File: config.mk
export PLATFORM = sky130hd
export DESIGN_NAME = ppst_upd
export DESIGN_NICKNAME = d
export VERILOG_FILES = /design/src/hdl/particle_pool_spawn_and_tick_macros.svh /design/src/hdl/ppst_pkg.sv /design/src/hdl/ppst_upd.sv
export SDC_FILE = /design/constraint.sdc
export NUM_CORES = 1
export LEC_CHECK = 0
export BUFFER_PORTS_ARGS = -buffer_cell sky130_fd_sc_hd__buf_4
export CORE_ASPECT_RATIO = 0.8
export CORE_MARGIN = 3
export CORE_UTILIZATION = 52
export DETAILED_ROUTE_END_ITERATION = 10
export PLACE_DENSITY = 0.85
export SYNTH_ARGS = -nofsm -noshare
export SYNTH_HDL_FRONTEND = slang
export SYNTH_SLANG_ARGS = --single-unit
export TNS_END_PERCENT = 100
File: constraint.sdc
create_clock -name vclk -period 6.7
set_input_delay 1.005 -clock vclk [all_inputs]
set_output_delay 1.005 -clock vclk [all_outputs]
set_load 0.05 [all_outputs]
File: src/hdl/particle_pool_spawn_and_tick_macros.svh
// ----------------------------------------------------------------------------
// Assertion macros for the particle pool
// Checks written against clock, with reset disabling them.
// ----------------------------------------------------------------------------
`ifndef PARTICLE_POOL_SPAWN_AND_TICK_MACROS_SVH
`define PARTICLE_POOL_SPAWN_AND_TICK_MACROS_SVH

// same-cycle implication
`define PPST_ASSERT_NOW(name, ante, cons, msg) \
   name: assert property (@(posedge clock) disable iff (reset) (ante) |-> (cons)) \
      else $error(msg);

// implication checked in the cycle after the antecedent
`define PPST_ASSERT_NEXT(name, ante, cons, msg) \
   name: assert property (@(posedge clock) disable iff (reset) (ante) |=> (cons)) \
      else $error(msg);

`endif

File: src/hdl/ppst_pkg.sv
// ----------------------------------------------------------------------------
// ppst_pkg
// Types, widths and codes shared by the particle pool modules.
// ----------------------------------------------------------------------------
`default_nettype none

package ppst_pkg;

   localparam int SLOTS      = 32;
   localparam int SLOT_W     = $clog2(SLOTS);
   localparam int CNT_W      = $clog2(SLOTS + 1);
   localparam int MAX_OUT    = 32;
   localparam int REP_W      = $clog2(MAX_OUT + 1);
   localparam int RSP_SLOT_W = 5;

   localparam int POS_W   = 24;
   localparam int SIZE_W  = 16;
   localparam int LIFE_W  = 17;
   localparam int ALPHA_W = 8;
   localparam int DT_W    = 16;
   localparam int FRAC_W  = 8;
   localparam int PROD_W  = POS_W + DT_W + 1;

   localparam int FADE_RATE = 200;

   localparam logic CMD_SPAWN   = 1'b0;
   localparam logic CMD_TICK    = 1'b1;
   localparam logic REPLY_SPAWN = 1'b0;
   localparam logic REPLY_TICK  = 1'b1;
   localparam logic KIND_PLAIN  = 1'b0;
   localparam logic KIND_IMPACT = 1'b1;

   typedef struct packed {
      logic                    cmd;
      logic signed [POS_W-1:0] start_x;
      logic signed [POS_W-1:0] start_y;
      logic signed [POS_W-1:0] speed_x;
      logic signed [POS_W-1:0] speed_y;
      logic                    effect_kind;
      logic [7:0]              start_size;
      logic [15:0]             start_life;
      logic [ALPHA_W-1:0]      start_alpha;
      logic [DT_W-1:0]         step_dt;
   } ppst_req_type;

   typedef struct packed {
      logic                     reply_kind;
      logic [RSP_SLOT_W-1:0]    slot;
      logic                     accepted;
      logic signed [POS_W-1:0]  cur_x;
      logic signed [POS_W-1:0]  cur_y;
      logic signed [SIZE_W-1:0] cur_size;
      logic [ALPHA_W-1:0]       cur_alpha;
      logic                     cur_kind;
      logic                     last;
   } ppst_rsp_type;

   // one pool entry as held in the slot memory
   typedef struct packed {
      logic                     kind;
      logic signed [POS_W-1:0]  posx;
      logic signed [POS_W-1:0]  posy;
      logic signed [POS_W-1:0]  velx;
      logic signed [POS_W-1:0]  vely;
      logic signed [SIZE_W-1:0] size;
      logic signed [LIFE_W-1:0] life;
      logic [ALPHA_W-1:0]       alpha;
   } ppst_rec_type;

endpackage

`default_nettype wire

File: src/hdl/ppst_upd.sv
// ----------------------------------------------------------------------------
// ppst_upd
// One time step for a pool entry: position, lifetime, and for impact entries fade and shrink.
// ----------------------------------------------------------------------------
`default_nettype none

module ppst_upd (
   input  ppst_pkg::ppst_rec_type                rec_old,
   input  logic signed [ppst_pkg::PROD_W-1:0]    prod_x,
   input  logic signed [ppst_pkg::PROD_W-1:0]    prod_y,
   input  logic [ppst_pkg::DT_W-1:0]             dt,
   output ppst_pkg::ppst_rec_type                rec_new,
   output logic                                  keep
);
   import ppst_pkg::*;

   localparam int STEP_W = PROD_W - FRAC_W;
   localparam int SUM_W  = STEP_W + 1;
   localparam int LV_W   = LIFE_W + FRAC_W + 1;
   localparam int SV_W   = SIZE_W + FRAC_W + 1;
   localparam int FD_W   = ALPHA_W + DT_W;
   localparam int AV_W   = FD_W + 1;

   localparam logic [FRAC_W-1:0] FRAC_MASK = {FRAC_W{1'b1}};

   localparam logic signed [POS_W-1:0]  POS_MAX  = {1'b0, {(POS_W-1){1'b1}}};
   localparam logic signed [POS_W-1:0]  POS_MIN  = {1'b1, {(POS_W-1){1'b0}}};
   localparam logic signed [LIFE_W-1:0] LIFE_MAX = {1'b0, {(LIFE_W-1){1'b1}}};
   localparam logic signed [LIFE_W-1:0] LIFE_MIN = {1'b1, {(LIFE_W-1){1'b0}}};
   localparam logic signed [SIZE_W-1:0] SIZE_MAX = {1'b0, {(SIZE_W-1){1'b1}}};
   localparam logic signed [SIZE_W-1:0] SIZE_MIN = {1'b1, {(SIZE_W-1){1'b0}}};

   logic signed [STEP_W-1:0] step_x, step_y;
   logic signed [SUM_W-1:0]  sum_x, sum_y;
   logic signed [LV_W-1:0]   lv, lv_adj;
   logic signed [LV_W-FRAC_W-1:0] lq;
   logic signed [SV_W-1:0]   sv, sv_adj;
   logic signed [SV_W-FRAC_W-1:0] sq;
   logic [FD_W-1:0]          fade_dt;
   logic [AV_W-1:0]          av;

   always_comb begin
      // floor division by 256 is the arithmetic shift
      step_x = prod_x[PROD_W-1:FRAC_W];
      step_y = prod_y[PROD_W-1:FRAC_W];
      sum_x  = SUM_W'(rec_old.posx) + SUM_W'(step_x);
      sum_y  = SUM_W'(rec_old.posy) + SUM_W'(step_y);

      // truncation toward zero: bias negatives before the shift
      lv     = LV_W'($signed({rec_old.life, {FRAC_W{1'b0}}})) - LV_W'(dt);
      lv_adj = lv[LV_W-1] ? lv + LV_W'(FRAC_MASK) : lv;
      lq     = lv_adj[LV_W-1:FRAC_W];

      sv     = SV_W'($signed({rec_old.size, {FRAC_W{1'b0}}})) - SV_W'(dt);
      sv_adj = sv[SV_W-1] ? sv + SV_W'(FRAC_MASK) : sv;
      sq     = sv_adj[SV_W-1:FRAC_W];

      fade_dt = FD_W'(FADE_RATE) * FD_W'(dt);
      av      = AV_W'({rec_old.alpha, {FRAC_W{1'b0}}}) - AV_W'(fade_dt);

      rec_new = rec_old;

      if (sum_x > POS_MAX)      rec_new.posx = POS_MAX;
      else if (sum_x < POS_MIN) rec_new.posx = POS_MIN;
      else                      rec_new.posx = sum_x[POS_W-1:0];

      if (sum_y > POS_MAX)      rec_new.posy = POS_MAX;
      else if (sum_y < POS_MIN) rec_new.posy = POS_MIN;
      else                      rec_new.posy = sum_y[POS_W-1:0];

      if (lq > LIFE_MAX)      rec_new.life = LIFE_MAX;
      else if (lq < LIFE_MIN) rec_new.life = LIFE_MIN;
      else                    rec_new.life = lq[LIFE_W-1:0];

      if (rec_old.kind == KIND_IMPACT) begin
         if (av[AV_W-1] || av == '0) rec_new.alpha = '0;
         else                        rec_new.alpha = av[FRAC_W+ALPHA_W-1:FRAC_W];

         if (sq > SIZE_MAX)      rec_new.size = SIZE_MAX;
         else if (sq < SIZE_MIN) rec_new.size = SIZE_MIN;
         else                    rec_new.size = sq[SIZE_W-1:0];
      end

      // the entry stays active only if its lifetime was positive before the step
      keep = !rec_old.life[LIFE_W-1] && (rec_old.life != '0);
   end

endmodule

`default_nettype wire

==> flow_summary.json, run 1 <==
{
  "outcome": "finished, final reports clean",
  "period_minus_slack_ps": 6550,
  "crit_path_end_kind": "output port",
  "insertedDiodeCount": 0,
  "antenna_found_initial": 0,
  "seqCellArea_um2": 0,
  "worst_pin_slew_ps": 827,
  "max_freq_mhz": 153,
  "io_buffers": 263,
  "finalNetCount": 1915,
  "grt_max_degree": 26,
  "yosysSeqAreaShare_pct": 0,
  "synthCells": 1326,
  "placementRows": 43,
  "core-area_um2": 17600,
  "fin_crit_sh_pct": 97.8,
  "routed-via-count": 10800,
  "dp_hpwl_um": 24800,
  "synth_area_leaders": "ha_1, xnor2_1, a21oi_1",
  "track_usage_pct": 27.9,
  "finalMaxSlewViolations": 0,
  "arrival_ps": 5550,
  "drv_cap": 0,
  "crit_slowest_cell": "or4_4",
  "peakVddDrop_v": 0.000170,
  "cp_max_fo": 7,
  "cp_top_family": "adder cells",
  "p_leak_uw": 0.00534,
  "drc_errors": 0,
  "start_kind": "input pin",
  "syn_to_final_growth_pct": 22.9,
  "pin_count": 375,
  "die_x_um": 157,
  "dr.pass1.iters": 7,
  "drive_above_1_share_pct": 24.3,
  "p_total_uw": 1820,
  "p_per_area_nw_per_um2": 157,
  "initial_core_util_pct": 53.7,
  "whs_path_depth": 0,
  "avgViaCountPerCell": 6.19,
  "setup_violations": 0,
  "dp_slack_ps": -121,
  "grt_pass1_wl_um": 47900,
  "fin_hold_ws_ps": 2010,
  "overflow": 0,
  "drtAntennaViolNets": 0,
  "layout_setup_ws_ps": 148,
  "yosysTopAreaCell": "ha_1",
  "synth_cell_type_count": 90,
  "grt_pass1_vias": 9929,
  "critPathMaxStageDelay_ps": 590,
  "crit_chain": "buf_4 -> inv_1 -> ha_1 -> ha_4 -> fa_1 -> ha_4 -> a21oi_4 -> o21ai_2 -> a21o_1 -> a31o_4 -> a21oi_4 -> xor2_1 -> ha_1 -> nor2b_1 -> mux2_2 -> and3_1 -> o2111ai_2 -> o2111ai_2 -> or4_4 -> o2bb2ai_4 -> buf_6",
  "synth.avg_cell_area_um2": 7.13,
  "wl_per_cell_um": 17.2,
  "synth_area_um2": 9450,
  "cp_num_buf_inv": 3,
  "synth_top_area_share_pct": 19.7,
  "crit_required_ps": 5690,
  "design.die.area_um2": 19800,
  "slew_headroom_pct": 44.3,
  "dr.first_iter.drc_count": 750,
  "hold_buffers": 0,
  "syn_nets": 1724,
  "wl_um": 30000,
  "ys_warn_count": 0,
  "finalHoldViolCount": 0,
  "final_cell_mix": "buf_4, ha_1, a21oi_1",
  "nClkBuffers": 0,
  "hp-class": "in -> out",
  "gp_congestion": 0.946,
  "crit_type": "in -> out",
  "nFlopsAndLatches": 0,
  "final_common_cell": "buf_4",
  "cp.depth": 21,
  "die_y_um": 127
}
-- Yosys cell counts (all sizes together), types with 32 or more instances --
master and count:
ha 149, a21oi 104, o21ai 98, inv 91
nor2 84, nand2 79, xnor2 79, buf 63
a21o 60, xor2 44, clkbuf 36, nor3 34
nand3 32
-- layout make-up --
| class | count | area [um2] |
|---|---|---|
| repair buffers | 288 | 2200 |
| multi-input cells | 1136 | 8800 |
| fillers | 1531 | 5970 |
| well taps | 225 | 282 |
| inverters | 91 | 342 |
-- power by group --
| group | switching [uW] | leakage, uW | total, uW | internal [uW] |
|---|---|---|---|---|
| clock network | 0 | 0 | 0 | 0 |
| registers | 0 | 0 | 0 | 0 |
| logic | 1100 | 0.00534 | 1820 | 721 |
| total | 1100 | 0.00534 | 1820 | 721 |
-- what timing repair did --
action | 4_1_cts | 5_1_grt
buffers inserted | 3 | 1
hold endpoints to repair | 0 | 0
resized for setup | 36 | 14
pin swaps | 10 | 14
endpoints found under the setup margin | 7 | 8
-- cells by family after synthesis --
logic type	Yosys count	synth area share [%]
buffers and inverters	190	9.79
adders and majority gates	162	22.5
muxes	10	1.12
and+or+nand+nor	377	21.0
xor gates and xnor gates	123	11.4
AOI/OAI and AO/OA	464	34.2
-- through the flow --
step	std cells	TNS [ps]	instance area (um2)	utilization (%)
4_1_cts	1739	0	11500	65.5
2_1_floorplan	1326	-823	9450	-
3_5_place_dp	1736	-664	11300	64.2
5_1_grt	1740	-12.7	11600	66.1
3_3_place_gp	1736	-8.29	11300	64.2
6_report	1740	0	11600	66.1
-- worst paths after layout --
kind,start,to
worst max-delay path,dt[2],rec_new[5]
worst min-delay path,rec_old[43],rec_new[43]
-- per-layer routing --
layer,global-route usage [%],routed length (um),vias up
li1,-,-,5274
met1,38.9,13400,5004
met2,46.4,13800,423
met3,3.44,2080,68
met4,5.40,706,0
met5,0,0,-
No activity file was read; power rests on OpenSTA's default activity.
==> run 2, diff against run 1 <==
--- a/config.mk
+++ b/config.mk
@@ -10,6 +10,7 @@
 export CORE_MARGIN = 3
 export CORE_UTILIZATION = 52
 export DETAILED_ROUTE_END_ITERATION = 10
+export GPL_TIMING_DRIVEN = 0
 export PLACE_DENSITY = 0.85
 export SYNTH_ARGS = -nofsm -noshare
 export SYNTH_HDL_FRONTEND = slang
==> flow_summary.json, run 2 (synthesis results as in run 1) <==
{
  "critPathMaxStageDelay_ps": 570,
  "arrival_ps": 5580,
  "finalHoldViolCount": 0,
  "grt_pass1_wl_um": 48100,
  "outcome": "finished, final reports clean",
  "dp_hpwl_um": 26300,
  "period_minus_slack_ps": 6580,
  "pin_count": 375,
  "crit_slowest_cell": "or4_4",
  "crit_type": "in -> out",
  "hold_buffers": 0,
  "finalNetCount": 2041,
  "drv_cap": 0,
  "crit_path_end_kind": "output port",
  "syn_to_final_growth_pct": 30.8,
  "placementRows": 43,
  "p_per_area_nw_per_um2": 153,
  "track_usage_pct": 28.3,
  "avgViaCountPerCell": 6.04,
  "drc_errors": 0,
  "insertedDiodeCount": 0,
  "gp_congestion": 0.989,
  "start_kind": "input pin",
  "fin_hold_ws_ps": 2260,
  "max_freq_mhz": 152,
  "dr.first_iter.drc_count": 721,
  "dr.pass1.iters": 5,
  "path_common_cell": "ha_1",
  "drtAntennaViolNets": 0,
  "final_common_cell": "buf_4",
  "finalMaxSlewViolations": 0,
  "use_met3_pct": 2.08,
  "grt_max_degree": 11,
  "die_y_um": 127,
  "fill_cells": 1534,
  "routed-via-count": 11300,
  "crit_chain": "buf_4 -> inv_2 -> ha_1 -> ha_1 -> inv_1 -> fa_1 -> inv_1 -> ha_1 -> inv_2 -> o21ai_2 -> a21o_1 -> a31o_4 -> a21oi_2 -> xor2_1 -> ha_1 -> nor2b_2 -> mux2_2 -> and3_1 -> o2111ai_2 -> o2111ai_2 -> or4_4 -> o2bb2ai_4 -> buf_8",
  "initial_core_util_pct": 53.7,
  "die_x_um": 157,
  "slew_headroom_pct": 40.2,
  "fin_crit_sh_pct": 98.2,
  "final_cell_mix": "buf_4, ha_1, a21oi_1, o21ai_0, inv_1",
  "worst_pin_slew_ps": 896,
  "drive_above_1_share_pct": 28.2,
  "cp_num_buf_inv": 6,
  "grt_pass1_vias": 10100,
  "antenna_found_initial": 0,
  "nClkBuffers": 0,
  "overflow": 0,
  "wl_per_cell_um": 16.8,
  "design.die.area_um2": 19800,
  "p_leak_uw": 0.00580,
  "cp_top_family": "adder cells",
  "wl_um": 31300,
  "crit_required_ps": 5690,
  "seqCellArea_um2": 0,
  "use_met2_pct": 46.6,
  "peakVddDrop_v": 0.000198,
  "p_total_uw": 1890,
  "nFlopsAndLatches": 0,
  "multi_input_area_um2": 8750,
  "io_buffers": 310,
  "core-area_um2": 17600,
  "grt.busiest_layer": "met2",
  "cp_max_fo": 7,
  "use_met1_pct": 39.6,
  "setup_violations": 0,
  "hp-class": "in -> out"
}
## run 2: cell types whose count changed in the layout (fill, tap and decap cells not counted), moves of 2 or more
cell	before	now
o2bb2ai_4	7	4
o2bb2ai_2	0	3
clkbuf_2	0	2
buf_2	0	12
buf_4	280	358
clkbuf_1	0	33
## run 2: final timing paths
check,from,to,slack [ps],cells past startpoint
hold / removal,rec_old[56],rec_new[56],2260,2
setup / recovery,dt[3],rec_new[5],120,23
## run 2: per-layer routing
| metal | routed length [um] | part of all wire [%] | up-vias |
|---|---|---|---|
| met5 | 0 | 0 | - |
| met4 | 996 | 3.2 | 0 |
| met3 | 2570 | 8.2 | 70 |
| met2 | 14300 | 46 | 511 |
| met1 | 13500 | 43 | 5173 |
| li1 | - | - | 5525 |
## run 2: where the power goes
part	total [uW]	switching (uW)	internal, uW	leakage, uW
clock	0	0	0	0
sequential	0	0	0	0
combinational	1890	1150	738	0.00580
total	1890	1150	738	0.00580
## run 2: layout make-up
class | count | share of cell area [%]
multi-input cells | 1136 | 70.8
repair buffers | 316 | 19.5
plain buffers | 98 | 4.70
inverters | 91 | 2.76
well taps | 225 | 2.28
## run 2: what timing repair did
action,CTS,global route
setup endpoints to repair,7,7
pin swaps,8,16
setup buffers,2,4
gates resized for setup,30,17
## run 2: through the flow
stage / utilization (%) / instance area [um2] / setup slack [ps] / TNS (ps) / instances
final: 70.3 / 12400 / 119 / 0 / 1866
after global routing: 70.3 / 12400 / -58.8 / -236 / 1866
after CTS: 69.6 / 12200 / 7.63 / 0 / 1862
after detailed placement: 68.6 / 12100 / -278 / -1490 / 1861
after global placement: 68.6 / 12100 / -201 / -1120 / 1861
after floorplan: - / 9450 / -125 / -823 / 1326
==> run 3, diff against run 2 <==
--- a/config.mk
+++ b/config.mk
@@ -12,6 +12,7 @@
 export DETAILED_ROUTE_END_ITERATION = 10
 export GPL_TIMING_DRIVEN = 0
 export PLACE_DENSITY = 0.85
+export RECOVER_POWER = 50
 export SYNTH_ARGS = -nofsm -noshare
 export SYNTH_HDL_FRONTEND = slang
 export SYNTH_SLANG_ARGS = --single-unit
==> flow_summary.json, run 3 (synthesis results as in run 1) <==
{
  "crit_path_end_kind": "output port",
  "pin_count": 375,
  "finalMaxSlewViolations": 0,
  "hold_start": "rec_old[7]",
  "final_common_cell": "buf_4",
  "outcome": "finished, final reports clean",
  "grt_pass1_vias": 10100,
  "overflow": 0,
  "drive_above_1_share_pct": 24.0,
  "crit_start": "dt[3]",
  "swShare_pct": 61.7,
  "drv_cap": 0,
  "wl_per_cell_um": 16.8,
  "placementRows": 43,
  "grt.busiest_layer": "met2",
  "finalHoldViolCount": 0,
  "initial_core_util_pct": 53.7,
  "clockPowerShare_pct": 0,
  "seq_power_share_pct": 0,
  "hp-class": "in -> out",
  "p_comb_share_pct": 100.0,
  "path_common_cell": "ha_1",
  "core-area_um2": 17600,
  "place_inst": 1861,
  "routed-via-count": 11300,
  "fin_area_um2": 12100,
  "start_kind": "input pin",
  "fin_hold_ws_ps": 2360,
  "seqCellArea_um2": 0,
  "nFlopsAndLatches": 0,
  "dr.first_iter.drc_count": 796,
  "dr.pass1.iters": 5,
  "die_x_um": 157,
  "use_met2_pct": 46.6,
  "place_area_um2": 12100,
  "syn_to_final_growth_pct": 27.9,
  "insertedDiodeCount": 0,
  "p_per_area_nw_per_um2": 154,
  "io_buffers": 310,
  "use_met3_pct": 2.08,
  "crit_type": "in -> out",
  "worst_pin_slew_ps": 886,
  "use_met1_pct": 39.6,
  "cp_top_family": "adder cells",
  "max_freq_mhz": 152,
  "power.switching_uw": 1150,
  "stdcell_count": 1866,
  "crit_chain": "buf_4 -> inv_2 -> ha_1 -> ha_1 -> inv_1 -> fa_1 -> inv_1 -> ha_1 -> inv_2 -> o21ai_2 -> a21o_1 -> a31o_4 -> a21oi_2 -> xor2_1 -> ha_1 -> nor2b_2 -> mux2_2 -> and3_1 -> o2111ai_2 -> o2111ai_2 -> or4_4 -> o2bb2ai_4 -> buf_8",
  "peakVddDrop_v": 0.000195,
  "avgViaCountPerCell": 6.05,
  "drc_errors": 0,
  "fin_crit_sh_pct": 98.2,
  "drtAntennaViolNets": 0,
  "crit_slowest_cell": "or4_4",
  "gp_congestion": 0.989,
  "nClkBuffers": 0,
  "slew_headroom_pct": 40.9,
  "p_total_uw": 1870,
  "wl_um": 31300,
  "grt_max_degree": 11,
  "antenna_found_initial": 0,
  "finalNetCount": 2041,
  "design.die.area_um2": 19800,
  "period_minus_slack_ps": 6580,
  "p_int_uw": 714,
  "dp_hpwl_um": 26300,
  "cp_max_fo": 7,
  "arrival_ps": 5580,
  "track_usage_pct": 28.3,
  "critPathMaxStageDelay_ps": 570,
  "grt_pass1_wl_um": 48100,
  "final_cell_mix": "buf_4, ha_1, clkbuf_1",
  "die_y_um": 127,
  "hold_buffers": 0,
  "cp_num_buf_inv": 6,
  "setup_violations": 0,
  "p_leak_uw": 0.00556,
  "crit_required_ps": 5690
}
==> run 3: changes by cell type in the layout (fill, tap and decap cells not counted), moves of 2 or more <==
cell	change
a211oi_1	+2
a211oi_2	-2
buf_4	-61
clkbuf_1	+63
buf_2	-2
==> run 3: final cells by class <==
type | instances | area [um2]
Inverter | 91 | 342
Multi-Input combinational cell | 1136 | 8720
Fill cell | 1601 | 5500
Buffer | 98 | 578
Tap cell | 225 | 282
Timing Repair Buffer | 316 | 2180
==> run 3: per-stage QoR <==
step | utilization (%) | setup slack [ps] | setup TNS, ps
floorplan | - | -125 | -823
global placement | 68.6 | -201 | -1120
detailed placement | 68.6 | -278 | -1490
CTS | 69.6 | 7.63 | 0
global route | 68.8 | -58.8 | -236
finish | 68.8 | 120 | 0
==> run 3: timing repair <==
action	in CTS	in global routing
endpoints found under the setup margin	7	7
buffers inserted	2	4
pin swaps	8	16
gates resized for setup	30	17
==> run 3: worst paths after layout <==
check / endpoint / slack, ps / cells after the start
min: rec_new[7] / 2360 / 3
max: rec_new[5] / 120 / 23
==> run 3: layer usage <==
metal / part of all wire, % / wire (um)
met5: 0 / 0
met4: 3.2 / 1010
met2: 45 / 14100
met1: 43 / 13500
met3: 8.4 / 2630
==> run 3: power groups by stage <==
stage | Sequential [uW] | Clock (uW) | Combinational [uW]
after floorplan | 0 | 0 | 1300
after global placement | 0 | 0 | 1720
after detailed placement | 0 | 0 | 1750
after CTS | 0 | 0 | 1820
after global routing | 0 | 0 | 2030
final | 0 | 0 | 1870
